$ cat src/hw/rtl/aprc_pkg.sv
// shared types, widths and helpers for the aabb pair resolver
// no dependencies; imported by every module of the block
package aprc_pkg;

  // component and field widths fixed by the packed beat layout
  localparam int CoordBits = 16;
  localparam int MassBits  = 16;
  localparam int VecBits   = 3 * CoordBits;
  localparam int NumAxes   = 3;

  // internal arithmetic widths
  localparam int ExtBits   = CoordBits + 2;   // box extents
  localparam int OverBits  = CoordBits + 3;   // per-axis overlap
  localparam int ProdBits  = MassBits + CoordBits + 1;
  localparam int NumBits   = ProdBits + 1;    // signed momentum sum
  localparam int MagBits   = NumBits - 2;     // magnitude of momentum sum
  localparam int DenBits   = MassBits + 1;    // total mass
  localparam int QuotBits  = CoordBits;       // |vcm| never above 2^(CoordBits-1)
  localparam int VcmBits   = CoordBits + 1;
  localparam int WideBits  = CoordBits + 4;   // pre-saturation result

  // pipeline depth: one product stage, one sum stage, one stage per quotient bit
  localparam int DivStages = QuotBits;
  localparam int DlyStages = DivStages + 1;
  localparam int Latency   = DlyStages + 1;

  // beat widths
  localparam int InBits  = 6 * VecBits + 2 * MassBits + 2;
  localparam int InBytes = (InBits + 7) / 8;
  localparam int OutBits = 1 + 4 * VecBits + 2;
  localparam int OutBytes = (OutBits + 7) / 8;

  typedef enum logic [1:0] {
    AXIS_NONE = 2'd0,
    AXIS_X    = 2'd1,
    AXIS_Y    = 2'd2,
    AXIS_Z    = 2'd3
  } push_axis_e;

  // what one lane hands to the merge stage
  typedef struct packed {
    logic signed [CoordBits-1:0] ca;
    logic signed [CoordBits-1:0] cb;
    logic signed [CoordBits-1:0] va;
    logic signed [CoordBits-1:0] vb;
    logic signed [OverBits-1:0]  over;
    logic                        hit;
    logic signed [VcmBits-1:0]   vcm;
  } lane_res_t;

  // data carried alongside the divider
  typedef struct packed {
    logic signed [CoordBits-1:0] ca;
    logic signed [CoordBits-1:0] cb;
    logic signed [CoordBits-1:0] va;
    logic signed [CoordBits-1:0] vb;
    logic signed [OverBits-1:0]  over;
    logic                        hit;
  } lane_carry_t;

  // clamp a wide signed value to one signed component
  function automatic logic [CoordBits-1:0] sat_coord(input logic signed [WideBits-1:0] v);
    logic signed [WideBits-1:0] hi;
    logic signed [WideBits-1:0] lo;
    hi = WideBits'((1 << (CoordBits - 1)) - 1);
    lo = -hi - WideBits'(1);
    if (v > hi) begin
      sat_coord = hi[CoordBits-1:0];
    end else if (v < lo) begin
      sat_coord = lo[CoordBits-1:0];
    end else begin
      sat_coord = v[CoordBits-1:0];
    end
  endfunction

endpackage

$ cat src/hw/rtl/aprc_div_pipe.sv
// pipelined restoring divider, one quotient bit per stage, truncates toward zero
// depends on aprc_pkg
module aprc_div_pipe
  import aprc_pkg::*;
(
  input  logic                      clk_i,
  input  logic                      en_i,
  input  logic [MagBits-1:0]        mag_i,
  input  logic [DenBits-1:0]        den_i,
  input  logic                      neg_i,
  input  logic                      zero_i,
  output logic signed [VcmBits-1:0] quot_o
);

  logic [MagBits-1:0]  rem_q  [DivStages];
  logic [QuotBits-1:0] qb_q   [DivStages];
  logic [DenBits-1:0]  den_q  [DivStages];
  logic                neg_q  [DivStages];
  logic                zero_q [DivStages];

  for (genvar g = 0; g < DivStages; g++) begin : g_stage
    localparam int B = QuotBits - 1 - g;
    logic [MagBits-1:0]  rem_in;
    logic [QuotBits-1:0] qb_in;
    logic [DenBits-1:0]  den_in;
    logic                neg_in;
    logic                zero_in;
    logic [MagBits:0]    trial;
    logic [MagBits:0]    diff;
    logic [MagBits-1:0]  rem_d;
    logic [QuotBits-1:0] qb_d;

    if (g == 0) begin : g_first
      assign rem_in  = mag_i;
      assign qb_in   = '0;
      assign den_in  = den_i;
      assign neg_in  = neg_i;
      assign zero_in = zero_i;
    end else begin : g_next
      assign rem_in  = rem_q[g-1];
      assign qb_in   = qb_q[g-1];
      assign den_in  = den_q[g-1];
      assign neg_in  = neg_q[g-1];
      assign zero_in = zero_q[g-1];
    end

    // compare against the shifted divisor and subtract when it fits
    always_comb begin
      trial = (MagBits+1)'(den_in) << B;
      diff  = {1'b0, rem_in} - trial;
      qb_d  = qb_in;
      rem_d = rem_in;
      if ({1'b0, rem_in} >= trial) begin
        rem_d = diff[MagBits-1:0];
        qb_d[B] = 1'b1;
      end
    end

    always_ff @(posedge clk_i) begin
      if (en_i) begin
        rem_q[g]  <= rem_d;
        qb_q[g]   <= qb_d;
        den_q[g]  <= den_in;
        neg_q[g]  <= neg_in;
        zero_q[g] <= zero_in;
      end
    end
  end

  // apply sign; zero total mass gives a zero center-of-mass velocity
  always_comb begin
    if (zero_q[DivStages-1]) begin
      quot_o = '0;
    end else if (neg_q[DivStages-1]) begin
      quot_o = -signed'({1'b0, qb_q[DivStages-1]});
    end else begin
      quot_o = signed'({1'b0, qb_q[DivStages-1]});
    end
  end

endmodule

$ cat src/hw/rtl/aprc_lane.sv
// one axis lane: extents, overlap, momentum and center-of-mass velocity
// depends on aprc_pkg and aprc_div_pipe
module aprc_lane
  import aprc_pkg::*;
(
  input  logic                 clk_i,
  input  logic                 en_i,
  input  logic [CoordBits-1:0] ca_i,
  input  logic [CoordBits-1:0] cb_i,
  input  logic [CoordBits-1:0] ha_i,
  input  logic [CoordBits-1:0] hb_i,
  input  logic [CoordBits-1:0] va_i,
  input  logic [CoordBits-1:0] vb_i,
  input  logic [MassBits-1:0]  ma_i,
  input  logic [MassBits-1:0]  mb_i,
  output lane_res_t            res_o
);

  logic signed [ExtBits-1:0]  mina, maxa, minb, maxb;
  logic signed [OverBits-1:0] over_d;
  logic                       hit_d;
  logic signed [ProdBits-1:0] pa_d, pb_d;

  // extents and overlap for this axis
  always_comb begin
    mina = ExtBits'(signed'(ca_i)) - signed'(ExtBits'(ha_i));
    maxa = ExtBits'(signed'(ca_i)) + signed'(ExtBits'(ha_i));
    minb = ExtBits'(signed'(cb_i)) - signed'(ExtBits'(hb_i));
    maxb = ExtBits'(signed'(cb_i)) + signed'(ExtBits'(hb_i));
    hit_d = (mina <= maxb) && (maxa >= minb);
    if (maxa < maxb) begin
      over_d = OverBits'(maxa) - OverBits'(minb);
    end else begin
      over_d = OverBits'(maxb) - OverBits'(mina);
    end
    pa_d = signed'({1'b0, ma_i}) * signed'(va_i);
    pb_d = signed'({1'b0, mb_i}) * signed'(vb_i);
  end

  // stage 1: products, mass sum and overlap
  lane_carry_t                s1_q;
  logic signed [ProdBits-1:0] pa_q, pb_q;
  logic [DenBits-1:0]         msum_q;

  always_ff @(posedge clk_i) begin
    if (en_i) begin
      s1_q.ca   <= signed'(ca_i);
      s1_q.cb   <= signed'(cb_i);
      s1_q.va   <= signed'(va_i);
      s1_q.vb   <= signed'(vb_i);
      s1_q.over <= over_d;
      s1_q.hit  <= hit_d;
      pa_q      <= pa_d;
      pb_q      <= pb_d;
      msum_q    <= DenBits'(ma_i) + DenBits'(mb_i);
    end
  end

  // stage 2: momentum sum split into sign and magnitude, total mass and zero-mass flag
  logic signed [NumBits-1:0] num;
  logic [NumBits-1:0]        num_abs;
  logic [MagBits-1:0]        mag_q;
  logic [DenBits-1:0]        den_q;
  logic                      neg_q, zero_q;

  always_comb begin
    num     = NumBits'(pa_q) + NumBits'(pb_q);
    num_abs = num[NumBits-1] ? NumBits'(-num) : NumBits'(num);
  end

  always_ff @(posedge clk_i) begin
    if (en_i) begin
      mag_q  <= num_abs[MagBits-1:0];
      den_q  <= msum_q;
      neg_q  <= num[NumBits-1];
      zero_q <= (msum_q == '0);
    end
  end

  logic signed [VcmBits-1:0] vcm;

  aprc_div_pipe u_div (
    .clk_i  (clk_i),
    .en_i   (en_i),
    .mag_i  (mag_q),
    .den_i  (den_q),
    .neg_i  (neg_q),
    .zero_i (zero_q),
    .quot_o (vcm)
  );

  // carry the axis data in step with the divider
  lane_carry_t dly_q [DlyStages];

  always_ff @(posedge clk_i) begin
    if (en_i) begin
      dly_q[0] <= s1_q;
      for (int k = 1; k < DlyStages; k++) begin
        dly_q[k] <= dly_q[k-1];
      end
    end
  end

  always_comb begin
    res_o.ca   = dly_q[DlyStages-1].ca;
    res_o.cb   = dly_q[DlyStages-1].cb;
    res_o.va   = dly_q[DlyStages-1].va;
    res_o.vb   = dly_q[DlyStages-1].vb;
    res_o.over = dly_q[DlyStages-1].over;
    res_o.hit  = dly_q[DlyStages-1].hit;
    res_o.vcm  = vcm;
  end

endmodule

$ cat config.mk
export PLATFORM = sky130hd
export DESIGN_NAME = aprc_lane
export DESIGN_NICKNAME = d
export VERILOG_FILES = /design/src/hw/rtl/aprc_pkg.sv /design/src/hw/rtl/aprc_div_pipe.sv /design/src/hw/rtl/aprc_lane.sv
export SDC_FILE = /design/constraint.sdc
export NUM_CORES = 2
export LEC_CHECK = 0
export BUFFER_PORTS_ARGS = -buffer_cell sky130_fd_sc_hd__buf_4
export CAP_MARGIN = 20
export CELL_PAD_IN_SITES_DETAIL_PLACEMENT = 2
export CELL_PAD_IN_SITES_GLOBAL_PLACEMENT = 2
export CORE_MARGIN = 5
export CORE_UTILIZATION = 48
export CTS_BUF_LIST = sky130_fd_sc_hd__clkbuf_4 sky130_fd_sc_hd__clkbuf_8
export DETAILED_ROUTE_END_ITERATION = 10
export GPL_TIMING_DRIVEN = 0
export PLACE_DENSITY = 0.88
export RECOVER_POWER = 100
export SYNTH_ARGS = -nofsm -noshare
export SYNTH_HDL_FRONTEND = slang
export SYNTH_SLANG_ARGS = --single-unit
$ cat constraint.sdc
create_clock -name clk_i -period 10.1 [get_ports clk_i]
set_input_delay 1.515 -clock clk_i [delete_from_list [all_inputs] [get_ports clk_i]]
set_output_delay 1.515 -clock clk_i [all_outputs]
set_load 0.03 [all_outputs]
==> results of run 1 <==
[through the flow]
| stage | instances | setup slack (ns) | hold slack (ns) | cell area [sq um] |
|---|---|---|---|---|
| after floorplan | 8646 | 2.33 | 0.400 | 121000 |
| after global placement | 12200 | -15.27 | 0.400 | 127000 |
[cells by family after synthesis]
family	synth area share, %
multiplexers	0.737
adder cells (fa/ha/maj)	13.9
AND/OR/NAND/NOR	7.90
buffers and inverters	4.09
flip-flops	63.2
XOR/XNOR	3.46
AO/OA/AOI/OAI	6.72
==> reports/metrics.cfg, run 1 <==
[status]
status = aborted with a tool error
haltStage = 3_5_place_dp
firstError = [ERROR DPL-0033] detailed placement checks failed during check placement.

[floorplan]
die-height_um = 512
io_pins = 231
start_util_pct = 48.2
rows = 184
die_width_um = 512

[placed_design]
routabilityCongestion = 0.877
port_buffers = 230
dpl.hpwl_mm = 318

[logic_synthesis]
synth_area_leaders = edfxtp_1 (63%), ha_1 (7.1%), fa_1 (6.8%)
synth_cells = 8646
netlist_area_sq_um = 121000
ys_async_sr_fraction_pct = 0
synth_common_cells = edfxtp_1 (2,549), inv_1 (988), ha_1 (686)
ys_ff_latch = 2549
netlist.area_leader.share_pct = 63.2
yosys_most_used_dff = edfxtp_1
ys_seq_area_share_pct = 63.2
synth_area_per_cell_sq_um = 14.0
yosysMostFrequentCell = edfxtp_1
syn_nets = 9873
yosysWarningCount = 0
synthDistinctLibCells = 91
synth_area_leader_cell = edfxtp_1
synth_edf_count = 2549

==> run 2: changes to the inputs <==
Settings changed: CELL_PAD_IN_SITES_DETAIL_PLACEMENT 2 to not set, CELL_PAD_IN_SITES_GLOBAL_PLACEMENT 2 to not set, CORE_UTILIZATION 48 to 40, CTS_BUF_LIST sky130_fd_sc_hd__clkbuf_4 sky130_fd_sc_hd__clkbuf_8 to not set, PLACE_DENSITY 0.88 to not set, PLACE_DENSITY_LB_ADDON set to 0.15.
==> reports/metrics.cfg, run 2 <==
[status]
status = finished with violations
violations = capacitance limit, slew limit

[final_layout]
drive_gt1_share_pct = 6.77
regMostFlops = dly_q
n_fill_cell = 26900
area_delta_synth_final_pct = 12.8
fin_util_pct = 45.2
nets = 10400
fin_cells = 13400
final_common_cell = edfxtp_1
largest_register_ffs = 1428
final_cell_mix = edfxtp_1 (2,549), inv_1 (993), ha_1 (686)
largestRegisters = dly_q (1428), u_div.rem_q (480), u_div.den_q (255)

[timing]
finalClockSkew_ns = 0.0632
fmax_ghz = 0.115
hold_violations = 0
relSlewSlack_pct = -211
worstMarginPinSlew_ns = 4.67
rsz0062_at_grt = no
period_share_pct = 86.2
finalCriticalPeriod_ns = 8.71
finalMaxSlewViolations = 1570
setup_violations = 0
finalSetupTns_ns = 0

[placed_design]
port_buffers = 230
routabilityCongestion = 0.872
dp_cells = 12900
dpl.hpwl_mm = 187

[clock_network]
insertion_delay_ns = 0.90
cts.clk_slew.worst_paths_ns = 0.05
root_buffer = clkbuf_16
htree_levels = 5
cts_sinks = 2549
cts.path.max_buffers = 4
cts_setup_buffers = 0
numCtsBuffers = 286
cts_resized = 0
postCtsHoldBufs = 0
cts_tree = built

[setup_path]
setup.worst_path.start_class = input pin
worstPathCellList = clkbuf_1, clkbuf_1, nand2_1, fa_1, fa_1, inv_1, fa_1, fa_1, fa_1, inv_1, fa_1, inv_1, ha_1, a21o_1, a21oi_1, nand2_1, a31o_2, a221o_1, a311o_1, a31oi_1, nor2_1, mux2i_1, a221oi_1
endpoint_kind = flip-flop
critical_path_required_ns = 10.75
critPathMaxFanout = 10
cp_common_cell = fa_1
arrival_ns = 9.36
crit_path_max_incr_delay_ns = 0.88
cp_slowest_cell = clkbuf_1
worstSetupPathType = input pin to flip-flop

[logic_synthesis]
synthDistinctLibCells = 91
netlist.area_leader.share_pct = 63.2
synth_edf_count = 2549
syn_nets = 9873
ys_async_sr_fraction_pct = 0
yosys_most_used_dff = edfxtp_1
synth_area_leaders = edfxtp_1 (63%), ha_1 (7.1%), fa_1 (6.8%)
yosysMostFrequentCell = edfxtp_1
synth_common_cells = edfxtp_1 (2,549), inv_1 (988), ha_1 (686)
ys_seq_area_share_pct = 63.2
synth_cells = 8646
ys_ff_latch = 2549
synth_area_leader_cell = edfxtp_1
synth_area_per_cell_sq_um = 14.0
netlist_area_sq_um = 121000
yosysWarningCount = 0

[detailed_routing]
antenna_left = 0
vias = 66800
dr.pass1.iters = 6
vias_per_cell = 4.98
wl_per_cell_um = 19.4
drt-initial-drc-count = 4466
drc = 0
wirelength_mm = 260

[min_path]
hold_class = flip-flop to flip-flop

[floorplan]
start_util_pct = 40.1
io_pins = 231
die_width_um = 560
rows = 202
fp.coreArea_sq_um = 302000
dieArea_sq_um = 314000
die-height_um = 560

[pwr]
finalPower_mw = 40.3
p_leak_nw = 52.9
ir_drop_uv = 399
power.density_nw_per_um2 = 295

[run]
drv_cap = 9

[global_routing]
grt_max_degree = 195
track_usage_pct = 16.3
grt_pass1_vias = 68200
grt_pass1_wl_mm = 399
antenna_found_initial = 38
gr-total-overflow = 0

run 2: logic make-up after synthesis:
kind of cell	after synthesis	share of synthesized area, %
AOI/OAI and AO/OA	1280	6.72
xor gates and xnor gates	477	3.46
adders and majority gates	1097	13.9
buffers and inverters	1233	4.09
DFF	2549	63.2
muxes	83	0.737
and+or+nand+nor	1927	7.90
run 2: metrics by stage:
stage	cell area [sq um]	worst slack [ns]	hold slack, ns
after floorplan	121000	2.33	0.400
after global placement	128000	-16.01	0.400
after detailed placement	128000	1.01	0.405
after CTS	137000	1.95	0.355
after global routing	137000	0.765	0.360
final	137000	1.39	0.359
run 2: area by class of cell:
type / count / area [sq um] / share of cell area (%)
sequential: 2549 / 76500 / 56.0
multi-input combinational: 4864 / 39600 / 29.0
clock buffer: 348 / 7450 / 5.46
tap: 3978 / 4980 / 3.64
inverter: 994 / 3730 / 2.73
clock inverter: 160 / 1660 / 1.22
timing repair buffer: 247 / 1360 / 0.994
buffer: 239 / 1210 / 0.883
antenna: 24 / 60.1 / 0.0440
run 2: metal layers:
metal  part of all wire [%]  global-route usage, %  vias up
li1                       -                      -    32000
met1                     43                   21.1    33000
met2                     48                   27.2     1260
met3                    5.3                   3.28      468
met4                    3.8                   6.10       34
met5                  0.082                      0        -
run 2: power by group:
part / switching, mW / internal, mW / total (mW)
clock network: 4.19 / 5.79 / 9.98
registers: 0.804 / 14.1 / 14.9
logic: 9.16 / 6.30 / 15.5
total: 14.2 / 26.2 / 40.3
run 2: path summary, 6_finish.rpt:
| path | end | slack (ns) | cells after the start | startpoint |
|---|---|---|---|---|
| setup reg to reg | mag_q[19]$_DFFE_PP_ | 4.57 | 15 | pa_q[1]$_DFFE_PP_ |
| hold reg to reg | dly_q[0][920]$_DFFE_PP_ | 0.36 | 0 | dly_q[0][836]$_DFFE_PP_ |
| hold / removal | dly_q[0][920]$_DFFE_PP_ | 0.36 | 0 | dly_q[0][836]$_DFFE_PP_ |
| setup / recovery | pb_q[29]$_DFFE_PP_ | 1.39 | 23 | mb_i[1] |
run 2: critical path, delay by kind of cell:
family / cells / cell delay, ns
AO/OA/AOI/OAI: 7 / 1.94
buffers and inverters: 5 / 1.71
adder cells (fa/ha/maj): 7 / 3.65
multiplexers: 1 / 0.13
AND/OR/NAND/NOR: 3 / 0.36
No activity file was read; power rests on OpenSTA's default activity.
