$ cat src/hw/rtl/aprc_pkg.sv
// shared types, widths and helpers for the aabb pair resolver
// no dependencies; imported by every module of the block
package aprc_pkg;

  // component and field widths fixed by the packed beat layout
  localparam int CoordBits = 16;
  localparam int MassBits  = 16;
  localparam int VecBits   = 3 * CoordBits;
  localparam int NumAxes   = 3;

  // internal arithmetic widths
  localparam int ExtBits   = CoordBits + 2;   // box extents
  localparam int OverBits  = CoordBits + 3;   // per-axis overlap
  localparam int ProdBits  = MassBits + CoordBits + 1;
  localparam int NumBits   = ProdBits + 1;    // signed momentum sum
  localparam int MagBits   = NumBits - 2;     // magnitude of momentum sum
  localparam int DenBits   = MassBits + 1;    // total mass
  localparam int QuotBits  = CoordBits;       // |vcm| never above 2^(CoordBits-1)
  localparam int VcmBits   = CoordBits + 1;
  localparam int WideBits  = CoordBits + 4;   // pre-saturation result

  // pipeline depth: one product stage, one sum stage, one stage per quotient bit
  localparam int DivStages = QuotBits;
  localparam int DlyStages = DivStages + 1;
  localparam int Latency   = DlyStages + 1;

  // beat widths
  localparam int InBits  = 6 * VecBits + 2 * MassBits + 2;
  localparam int InBytes = (InBits + 7) / 8;
  localparam int OutBits = 1 + 4 * VecBits + 2;
  localparam int OutBytes = (OutBits + 7) / 8;

  typedef enum logic [1:0] {
    AXIS_NONE = 2'd0,
    AXIS_X    = 2'd1,
    AXIS_Y    = 2'd2,
    AXIS_Z    = 2'd3
  } push_axis_e;

  // what one lane hands to the merge stage
  typedef struct packed {
    logic signed [CoordBits-1:0] ca;
    logic signed [CoordBits-1:0] cb;
    logic signed [CoordBits-1:0] va;
    logic signed [CoordBits-1:0] vb;
    logic signed [OverBits-1:0]  over;
    logic                        hit;
    logic signed [VcmBits-1:0]   vcm;
  } lane_res_t;

  // data carried alongside the divider
  typedef struct packed {
    logic signed [CoordBits-1:0] ca;
    logic signed [CoordBits-1:0] cb;
    logic signed [CoordBits-1:0] va;
    logic signed [CoordBits-1:0] vb;
    logic signed [OverBits-1:0]  over;
    logic                        hit;
  } lane_carry_t;

  // clamp a wide signed value to one signed component
  function automatic logic [CoordBits-1:0] sat_coord(input logic signed [WideBits-1:0] v);
    logic signed [WideBits-1:0] hi;
    logic signed [WideBits-1:0] lo;
    hi = WideBits'((1 << (CoordBits - 1)) - 1);
    lo = -hi - WideBits'(1);
    if (v > hi) begin
      sat_coord = hi[CoordBits-1:0];
    end else if (v < lo) begin
      sat_coord = lo[CoordBits-1:0];
    end else begin
      sat_coord = v[CoordBits-1:0];
    end
  endfunction

endpackage

$ cat src/hw/rtl/aprc_merge.sv
// merge of the three lanes: hit, push axis, center push, velocity reflection
// depends on aprc_pkg
module aprc_merge
  import aprc_pkg::*;
(
  input  lane_res_t          lane_i [NumAxes],
  input  logic               fa_i,
  input  logic               fb_i,
  output logic               hit_o,
  output logic [VecBits-1:0] ca_o,
  output logic [VecBits-1:0] cb_o,
  output logic [VecBits-1:0] va_o,
  output logic [VecBits-1:0] vb_o,
  output push_axis_e         axis_o
);

  logic                       moving;
  logic signed [OverBits-1:0] o0, o1, o2;
  logic signed [OverBits-1:0] half;
  logic signed [WideBits-1:0] wa, wb, wva, wvb;
  logic                       push;

  // pick the strictly smallest overlap axis
  always_comb begin
    o0 = lane_i[0].over;
    o1 = lane_i[1].over;
    o2 = lane_i[2].over;
    hit_o  = lane_i[0].hit && lane_i[1].hit && lane_i[2].hit;
    moving = 1'b0;
    for (int i = 0; i < NumAxes; i++) begin
      moving = moving || (lane_i[i].va != '0) || (lane_i[i].vb != '0);
    end
    axis_o = AXIS_NONE;
    if (hit_o) begin
      priority if (o0 < o1 && o0 < o2) begin
        axis_o = AXIS_X;
      end else if (o1 < o0 && o1 < o2) begin
        axis_o = AXIS_Y;
      end else if (o2 < o1 && o2 < o0) begin
        axis_o = AXIS_Z;
      end else begin
        axis_o = AXIS_NONE;
      end
    end
  end

  // per-axis center push and velocity reflection, then saturation
  always_comb begin
    for (int i = 0; i < NumAxes; i++) begin
      push = (axis_o != AXIS_NONE) && (int'(axis_o) == i + 1);
      half = lane_i[i].over >>> 1;
      wa   = WideBits'(lane_i[i].ca);
      wb   = WideBits'(lane_i[i].cb);
      wva  = WideBits'(lane_i[i].va);
      wvb  = WideBits'(lane_i[i].vb);
      if (push && !fa_i) begin
        wa = WideBits'(lane_i[i].ca) + WideBits'(half);
      end
      if (push && !fb_i) begin
        wb = WideBits'(lane_i[i].cb) - WideBits'(half);
      end
      if (hit_o && moving && !fa_i) begin
        wva = (WideBits'(lane_i[i].vcm) <<< 1) - WideBits'(lane_i[i].va);
      end
      if (hit_o && moving && !fb_i) begin
        wvb = (WideBits'(lane_i[i].vcm) <<< 1) - WideBits'(lane_i[i].vb);
      end
      ca_o[i*CoordBits +: CoordBits] = sat_coord(wa);
      cb_o[i*CoordBits +: CoordBits] = sat_coord(wb);
      va_o[i*CoordBits +: CoordBits] = sat_coord(wva);
      vb_o[i*CoordBits +: CoordBits] = sat_coord(wvb);
    end
  end

endmodule

$ cat config.mk
export PLATFORM = sky130hd
export DESIGN_NAME = aprc_merge
export DESIGN_NICKNAME = d
export VERILOG_FILES = /design/src/hw/rtl/aprc_pkg.sv /design/src/hw/rtl/aprc_merge.sv
export SDC_FILE = /design/constraint.sdc
export NUM_CORES = 1
export LEC_CHECK = 0
export ABC_AREA = 1
export BUFFER_PORTS_ARGS = -buffer_cell sky130_fd_sc_hd__buf_2
export CORE_AREA = 2 2 193 195
export DETAILED_ROUTE_END_ITERATION = 12
export DIE_AREA = 0 0 195 197
export GPL_TIMING_DRIVEN = 0
export PLACE_DENSITY = 0.81
export SYNTH_ARGS = -nofsm -noshare
export SYNTH_HDL_FRONTEND = slang
export SYNTH_SLANG_ARGS = --single-unit
export TNS_END_PERCENT = 50
$ cat constraint.sdc
create_clock -name vclk -period 7.2
set_input_delay 0.72 -clock vclk [all_inputs]
set_output_delay 0.72 -clock vclk [all_outputs]
set_load 0.05 [all_outputs]
Word level (Yosys, flattened, before mapping)
Index checks and enable logic that the tools add are counted.
{"block": "word_totals", "ff_bits": 0, "wordCells": 116, "output_inout_bits": 195, "in_bits": 305}
{"block": "classes", "eq_ne": 3, "n_reduce_logical": 31, "order_cmp": 30, "mux": 40, "n_addsub": 12}
{"op": "two-way mux 16 bit", "count": 24}
{"op": "greater-than comparator 20 x 16 -> 1 bit (second input constant)", "count": 12}
{"op": "< comparator 20 x 16 -> 1 bit (second input constant)", "count": 12}
{"op": "two-way mux 20 bit", "count": 12}
{"op": "< comparator 19 bit", "count": 6}
{"op": "subtractor 18 x 16 -> 19 bit", "count": 6}
{"op": "nonzero test 16 bit", "count": 6}
{"op": "adder 16 x 18 -> 19 bit", "count": 3}
{"op": "subtractor 16 x 18 -> 19 bit", "count": 3}
{"op": "logical AND 1 bit", "count": 17}
{"op": "two-way mux 2 bit", "count": 4}
{"op": "logical OR 1 bit", "count": 5}
{"op": "== test 2 bit (second input constant)", "count": 2}
{"op": "== test 2 x 1 -> 1 bit (second input constant)", "count": 1}
{"op": "logical NOT 1 bit", "count": 2}
{"op": "nonzero test 2 bit", "count": 1}

Logic depth before layout (Yosys ltp)
Gate-level depths: netlist (run 1).
{"block": "depth", "word_depth": 13, "ltp_mapped": 23, "mapped_depth_nobuf": 22}

Least setup slack after synthesis (run 1)
No wires, ideal clock.
{"block": "synth_path", "path_type": "input to output", "startpoint": "input port lane_i[238] (netlist name)", "endpoint": "output port cb_o[35]", "t_required_ns": 6.480, "n_path_buf": 2, "setup_slack_ns": 2.815, "arrival_time_ns": 3.665, "path_stages": 17, "cell_sequence": "inv_1 -> ha_1 -> nand2_1 -> inv_1 -> nand2_1 -> nand2_1 -> a21oi_1 -> nand4_1 -> nand2_4 -> nand3_4 -> nor2_8 -> inv_2 -> o21ai_1 -> or2_1 -> buf_2 -> buf_6 -> nand2_1"}
{"block": "synth_via", "elab_chain_len": 13, "elab_cells_between_ends": 20, "classes_between": "order compare (6); eq/ne (1); mux (7); reduce/logical (6)"}
{"item": "start: declaration", "line": "aprc_merge.sv:6", "text": "input lane_res_t lane_i [NumAxes],"}
{"item": "< comparator 19 bit", "line": "aprc_merge.sv:39", "text": "end else if (o2 < o1 && o2 < o0) begin"}
{"item": "logical AND 1 bit", "line": "aprc_merge.sv:39"}
{"item": "two-way mux 2 bit", "line": "aprc_merge.sv:39"}
{"item": "two-way mux 2 bit", "line": "aprc_merge.sv:37", "text": "end else if (o1 < o0 && o1 < o2) begin"}
{"item": "two-way mux 2 bit *", "line": "aprc_merge.sv:35", "text": "priority if (o0 < o1 && o0 < o2) begin"}
{"item": "two-way mux 2 bit *", "line": "aprc_merge.sv:34", "text": "if (hit_o) begin"}
{"item": "== test 2 x 1 -> 1 bit or nonzero test 2 bit (tied branches)", "line": "aprc_merge.sv:50", "text": "push = (axis_o != AXIS_NONE) && (int'(axis_o) == i + 1);"}
{"item": "logical AND 1 bit *", "line": "aprc_merge.sv:50"}
{"item": "logical AND 1 bit *", "line": "aprc_merge.sv:59", "text": "if (push && !fb_i) begin"}
{"item": "two-way mux 20 bit *", "line": "aprc_merge.sv:59"}
{"item": "< comparator 20 x 16 -> 1 bit", "line": "aprc_pkg.sv:69", "text": "end else if (v < lo) begin"}
{"item": "two-way mux 16 bit", "line": "aprc_pkg.sv:69"}
{"item": "two-way mux 16 bit *", "line": "aprc_pkg.sv:67", "text": "if (v > hi) begin"}
{"item": "end: declaration", "line": "aprc_merge.sv:11", "text": "output logic [VecBits-1:0] cb_o,"}
Mark *: on every way between the ends. The rest lies on a longest branch, timed or not.

Worst setup path in the final report (run 1)
{"block": "layout_path", "startpoint": "input port lane_i[168] (netlist name)", "endpoint": "output port vb_o[22]"}
{"block": "layout_via", "elab_chain_len": 11, "elab_cells_between_ends": 12, "classes_between": "order compare (2); mux (3); reduce/logical (7)"}
{"item": "nonzero test 16 bit *", "line": "aprc_merge.sv:31", "text": "moving = moving || (lane_i[i].va != '0) || (lane_i[i].vb != '0);"}
{"item": "logical OR 1 bit * (4 in series)", "line": "aprc_merge.sv:31"}
{"item": "logical AND 1 bit * (2 in series)", "line": "aprc_merge.sv:65", "text": "if (hit_o && moving && !fb_i) begin"}
{"item": "two-way mux 20 bit *", "line": "aprc_merge.sv:65"}
{"item": "< comparator 20 x 16 -> 1 bit", "line": "aprc_pkg.sv:69"}
{"item": "two-way mux 16 bit", "line": "aprc_pkg.sv:69"}
{"item": "two-way mux 16 bit *", "line": "aprc_pkg.sv:67"}
{"item": "end: declaration", "line": "aprc_merge.sv:13", "text": "output logic [VecBits-1:0] vb_o,"}
Marked as above.

==> results of run 1 <==
==> worst max-delay path: cells and delay by family <==
| family | cells | cell delay [ns] |
|---|---|---|
| buf+inv | 5 | 1.55 |
| simple gates | 8 | 2.32 |
==> power breakdown <==
group / switching, mW / internal (mW)
clock network: 0 / 0.000000130
registers: 0 / 0
logic: 1.30 / 0.606
total: 1.30 / 0.606
==> worst paths after layout <==
path / start / to / slack (ns) / depth (start not counted)
setup / recovery: lane_i[168] / vb_o[22] / 1.89 / 13
hold / removal: lane_i[37] / vb_o[32] / 1.85 / 4
==> layer usage <==
layer	part of all wire [%]	wire length [microns]
met3	8.5	5240
met5	0.044	27
met2	44	27400
met4	3.4	2090
met1	44	27100
==> synthesized netlist by cell type (all sizes together) <==
master	n	area (sq um)
o21ai	284	1440
inv	361	1360
a31oi	13	81.3
o211ai	23	173
nor4	23	144
o21bai	12	90.1
xor2	77	674
a21o	19	143
and2	6	38.8
o311ai	1	16.3
o211a	1	10.0
or2	3	18.8
nand3	105	583
or3	2	12.5
ha	267	3340
a21boi	12	90.1
o2111ai	7	61.3
nor2	156	634
o31ai	16	120
nand4	55	344
clkbuf	27	101
a211oi	1	7.51
o21a	3	22.5
a22oi	4	30.0
buf	36	234
nand2	994	3780
xnor2	92	806
a21oi	235	1190
clkinv	3	11.3
nor3	21	105
fa	12	240
a221oi	2	17.5
and3	1	6.26
nand3b	8	60.1
==> logic make-up after synthesis <==
logic type | after synthesis | share of synthesized area [%]
compound gates | 633 | 21.8
xor+xnor | 169 | 9.26
fa+ha+maj | 279 | 22.4
buf+inv | 427 | 10.7
simple gates | 1374 | 35.9
==> through the flow <==
stage	power (mW)	hold slack, ns
after global placement	1.86	1.85
after floorplan	1.38	1.65
after CTS	1.88	1.85
after global routing	2.09	1.89
after detailed placement	1.88	1.85
final	1.90	1.85
==> area by class of cell <==
cell class / count / area [sq um] / area share [%]
diodes: 7 / 17.5 / 0.0918
multi-input cells: 2455 / 14300 / 74.8
plain buffers: 63 / 335 / 1.76
well taps: 468 / 586 / 3.07
repair buffers: 500 / 2500 / 13.1
inverters: 364 / 1370 / 7.16
==> impl_metrics.tcl, run 1 <==
set metrics [dict create \
    status "complete, no violations" \
    drive_gt1_share_pct 17.1 \
    synth_cell_types 51 \
    setup_tns_ns 0 \
    cp-end-kind "primary output" \
    ios 500 \
    met3_usage_pct 3.35 \
    slew-limit-headroom_pct 48.5 \
    die_x_microns 195 \
    final_common_cell "nand2_1" \
    pre_cts_ws_ns 1.93 \
    rsz0062_at_grt "no" \
    finalCritPeriodShare_pct 73.8 \
    syn_inst 2882 \
    grt_pass1_wl_mm 96.2 \
    ys_seq_area_share_pct 0 \
    final_area_sq_um 19100 \
    pwr_density_cell_nw_per_um2 99.8 \
    synth_nets 3466 \
    fin_cells 3857 \
    netlist_area_sq_um 16000 \
    vias 20900 \
    area_growth_pct 19.4 \
    drc 0 \
    tightestPinTransition_ns 0.765 \
    track_usage_pct 30.7 \
    grt_pass1_vias 18900 \
    ctsResizeCount 0 \
    drt-initial-drc-count 1313 \
    final.setup.worst_slack_ns 1.89 \
    fin_nets 3968 \
    cpPeakStageDelay_ns 0.45 \
    die_y_microns 197 \
    crit_chain "buf_2 > nor4_1 > nand4_1 > nor3_1 > nand4_1 > nand3_1 > clkinv_1 > clkbuf_1 > nand4_1 > nand3_1 > clkbuf_1 > nand2_1 > buf_2" \
    grt_max_degree 11 \
    crit_type "in -> out" \
    post_dp_cell_area_sq_um 19100 \
    routed_via_density 5.41 \
    post-route-min-period_ns 5.31 \
    setup_viol 0 \
    die-area_sq_um 38400 \
    hold_path.class "in -> out" \
    postCtsHoldBufs 0 \
    avgSynthCellArea_sq_um 5.54 \
    coreArea_sq_um 36300 \
    grtUsageMet1_pct 41.6 \
    dp_cells 3850 \
    fmax_ghz 0.188 \
    antenna_found_initial 9 \
    cp_max_fo 10 \
    busiest_layer "met2" \
    cts_setup_buffers 0 \
    grt_overflow 0 \
    setup.worst_path.start_class "input port" \
    nClkBuffers 0 \
    fp-row-count 70 \
    crit_arrival_ns 4.59 \
    yosysWarnings 0 \
    p_leak_nw 11.4 \
    gp_congestion 1.00 \
    ir_drop_v 0.0000665 \
    first_pass_iters 5 \
    utilization_pct 52.6 \
    critPathRequiredTime_ns 6.48 \
    max_cap_viol_count 0 \
    drtAntennaViolNets 0 \
    io_buffer_count 500 \
    detail_route.wl_per_cell_microns 16.0 \
    maxSlewViolCount 0 \
    seq_area_sq_um 0 \
    critPathSlowestCell "nor4_1" \
    fillers 4049 \
    most-common-layout-cells "nand2_1 (978), buf_2 (525), inv_1 (354)" \
    initial_core_util_pct 44.1 \
    grt.met2_usage_pct 51.0 \
    totalWireLength_mm 61.9 \
    hpwl_mm 54.6 \
    seq_cell_count 0 \
    hold_viol 0 \
    crit_top_cell "nand4_1" \
]
(Power assumes the default switching activity.)
==> run 2: changes to the inputs <==
--- a/config.mk
+++ b/config.mk
@@ -11,7 +11,7 @@
 export DETAILED_ROUTE_END_ITERATION = 12
 export DIE_AREA = 0 0 195 197
 export GPL_TIMING_DRIVEN = 0
-export PLACE_DENSITY = 0.81
+export PLACE_DENSITY = 0.84
 export SYNTH_ARGS = -nofsm -noshare
 export SYNTH_HDL_FRONTEND = slang
 export SYNTH_SLANG_ARGS = --single-unit
==> constraint.sdc (replaced) <==
create_clock -name vclk -period 4.7
set_input_delay 0.47 -clock vclk [all_inputs]
set_output_delay 0.47 -clock vclk [all_outputs]
set_load 0.05 [all_outputs]
==> impl_metrics.tcl, run 2 (same netlist as run 1, synthesis figures left out) <==
set metrics [dict create \
    status "complete, no violations" \
    vias 21000 \
    fillers 3903 \
    cpPeakStageDelay_ns 0.43 \
    maxSlewViolCount 0 \
    path_delay_family "simple AND/OR/NAND/NOR gates" \
    setup_tns_ns 0 \
    fp-row-count 70 \
    detail_route.wl_per_cell_microns 16.1 \
    setup_viol 0 \
    drc 0 \
    grt_max_degree 11 \
    io_buffer_count 500 \
    area_growth_pct 19.6 \
    grt.met2_usage_pct 51.3 \
    postCtsHoldBufs 0 \
    initial_core_util_pct 44.1 \
    antenna_found_initial 13 \
    fmax_ghz 0.225 \
    die_x_microns 195 \
    coreArea_sq_um 36300 \
    crit_top_cell "nand4_1" \
    drtAntennaViolNets 0 \
    grt_pass1_vias 19200 \
    gp_congestion 0.991 \
    p_leak_nw 11.4 \
    ir_drop_v 0.0000998 \
    busiest_layer "met2" \
    final_common_cell "nand2_1" \
    hold_path.class "in -> out" \
    hpwl_mm 54.8 \
    final_area_sq_um 19100 \
    first_pass_iters 5 \
    cp-end-kind "primary output" \
    critPathSlowestCell "nor4_1" \
    setup.worst_path.start_class "input port" \
    seq_area_sq_um 0 \
    cp_max_fo 10 \
    drt-initial-drc-count 1445 \
    met3_usage_pct 4.52 \
    tightestPinTransition_ns 0.745 \
    hold_viol 0 \
    nClkBuffers 0 \
    ios 500 \
    grt_overflow 0 \
    seq_cell_count 0 \
    die_y_microns 197 \
    grtUsageMet1_pct 40.5 \
    rsz0062_at_grt "no" \
    crit_chain "buf_2 > nor4_1 > nand4_1 > nor3_1 > nand4_1 > nand3_2 > clkinvlp_4 > clkbuf_1 > nand4_1 > nand3_1 > clkbuf_1 > nand2_1 > buf_2" \
    drive_gt1_share_pct 17.3 \
    post-route-min-period_ns 4.44 \
    finalCritPeriodShare_pct 94.4 \
    crit_type "in -> out" \
    die-area_sq_um 38400 \
    total_power_mw 2.92 \
    grt_pass1_wl_mm 96.1 \
    routed_via_density 5.43 \
    pwr_density_cell_nw_per_um2 153 \
    slew-limit-headroom_pct 49.8 \
    crit_buf_inv 5 \
    fin_nets 3968 \
    most-common-layout-cells "nand2_1 (978), buf_2 (525), inv_1 (354)" \
    max_cap_viol_count 0 \
    crit_arrival_ns 3.97 \
    track_usage_pct 30.8 \
    post_dp_cell_area_sq_um 19100 \
    totalWireLength_mm 62.4 \
    critPathRequiredTime_ns 4.23 \
]
==> run 2: cell count changes in the layout (fill, tap and decap cells not counted), sizes merged <==
cell and delta:
clkinvlp +2, clkinv -2, diode +5
==> run 2: path summary, 6_finish.rpt <==
kind         from       end  slack [ns]  depth (start not counted)
max   lane_i[168]  vb_o[24]        0.26                         13
min    lane_i[37]  vb_o[32]        1.37                          4
==> run 2: where the power goes <==
part             total, mW  leakage (nW)  internal, mW  switching [mW]
Combinational         2.92          11.4         0.930            1.99
Clock          0.000000231     0.0000787   0.000000231               0
Sequential               0             0             0               0
==> run 2: cell type report <==
cell class / count / area [sq um] / area share [%]
Tap cell: 468 / 586 / 3.06
Multi-Input combinational cell: 2455 / 14300 / 74.7
Buffer: 63 / 337 / 1.76
Antenna cell: 12 / 30.0 / 0.157
Inverter: 364 / 1370 / 7.19
Timing Repair Buffer: 500 / 2500 / 13.1
==> run 2: what timing repair did <==
item | CTS | global route
hold endpoints to repair | 0 | 0
gates resized for setup | 0 | 5
setup endpoints to repair | 0 | 40
setup buffers | 0 | 0
==> run 2: metal layers <==
layer,wire [microns],up-vias,share of wire (%)
li1,-,10600,-
met1,27100,9319,43
met2,27600,885,44
met3,5360,162,8.6
met4,2290,6,3.7
met5,46,-,0.074
==> run 2: per-stage QoR <==
stage	setup slack (ns)	utilization, %	cells	hold slack, ns
2_1_floorplan	0.815	-	2882	1.15
3_3_place_gp	0.0797	52.6	3850	1.36
3_5_place_dp	0.0634	52.6	3850	1.36
4_1_cts	0.00675	52.6	3850	1.36
5_1_grt	0.00895	52.7	3859	1.40
6_report	0.261	52.7	3862	1.37
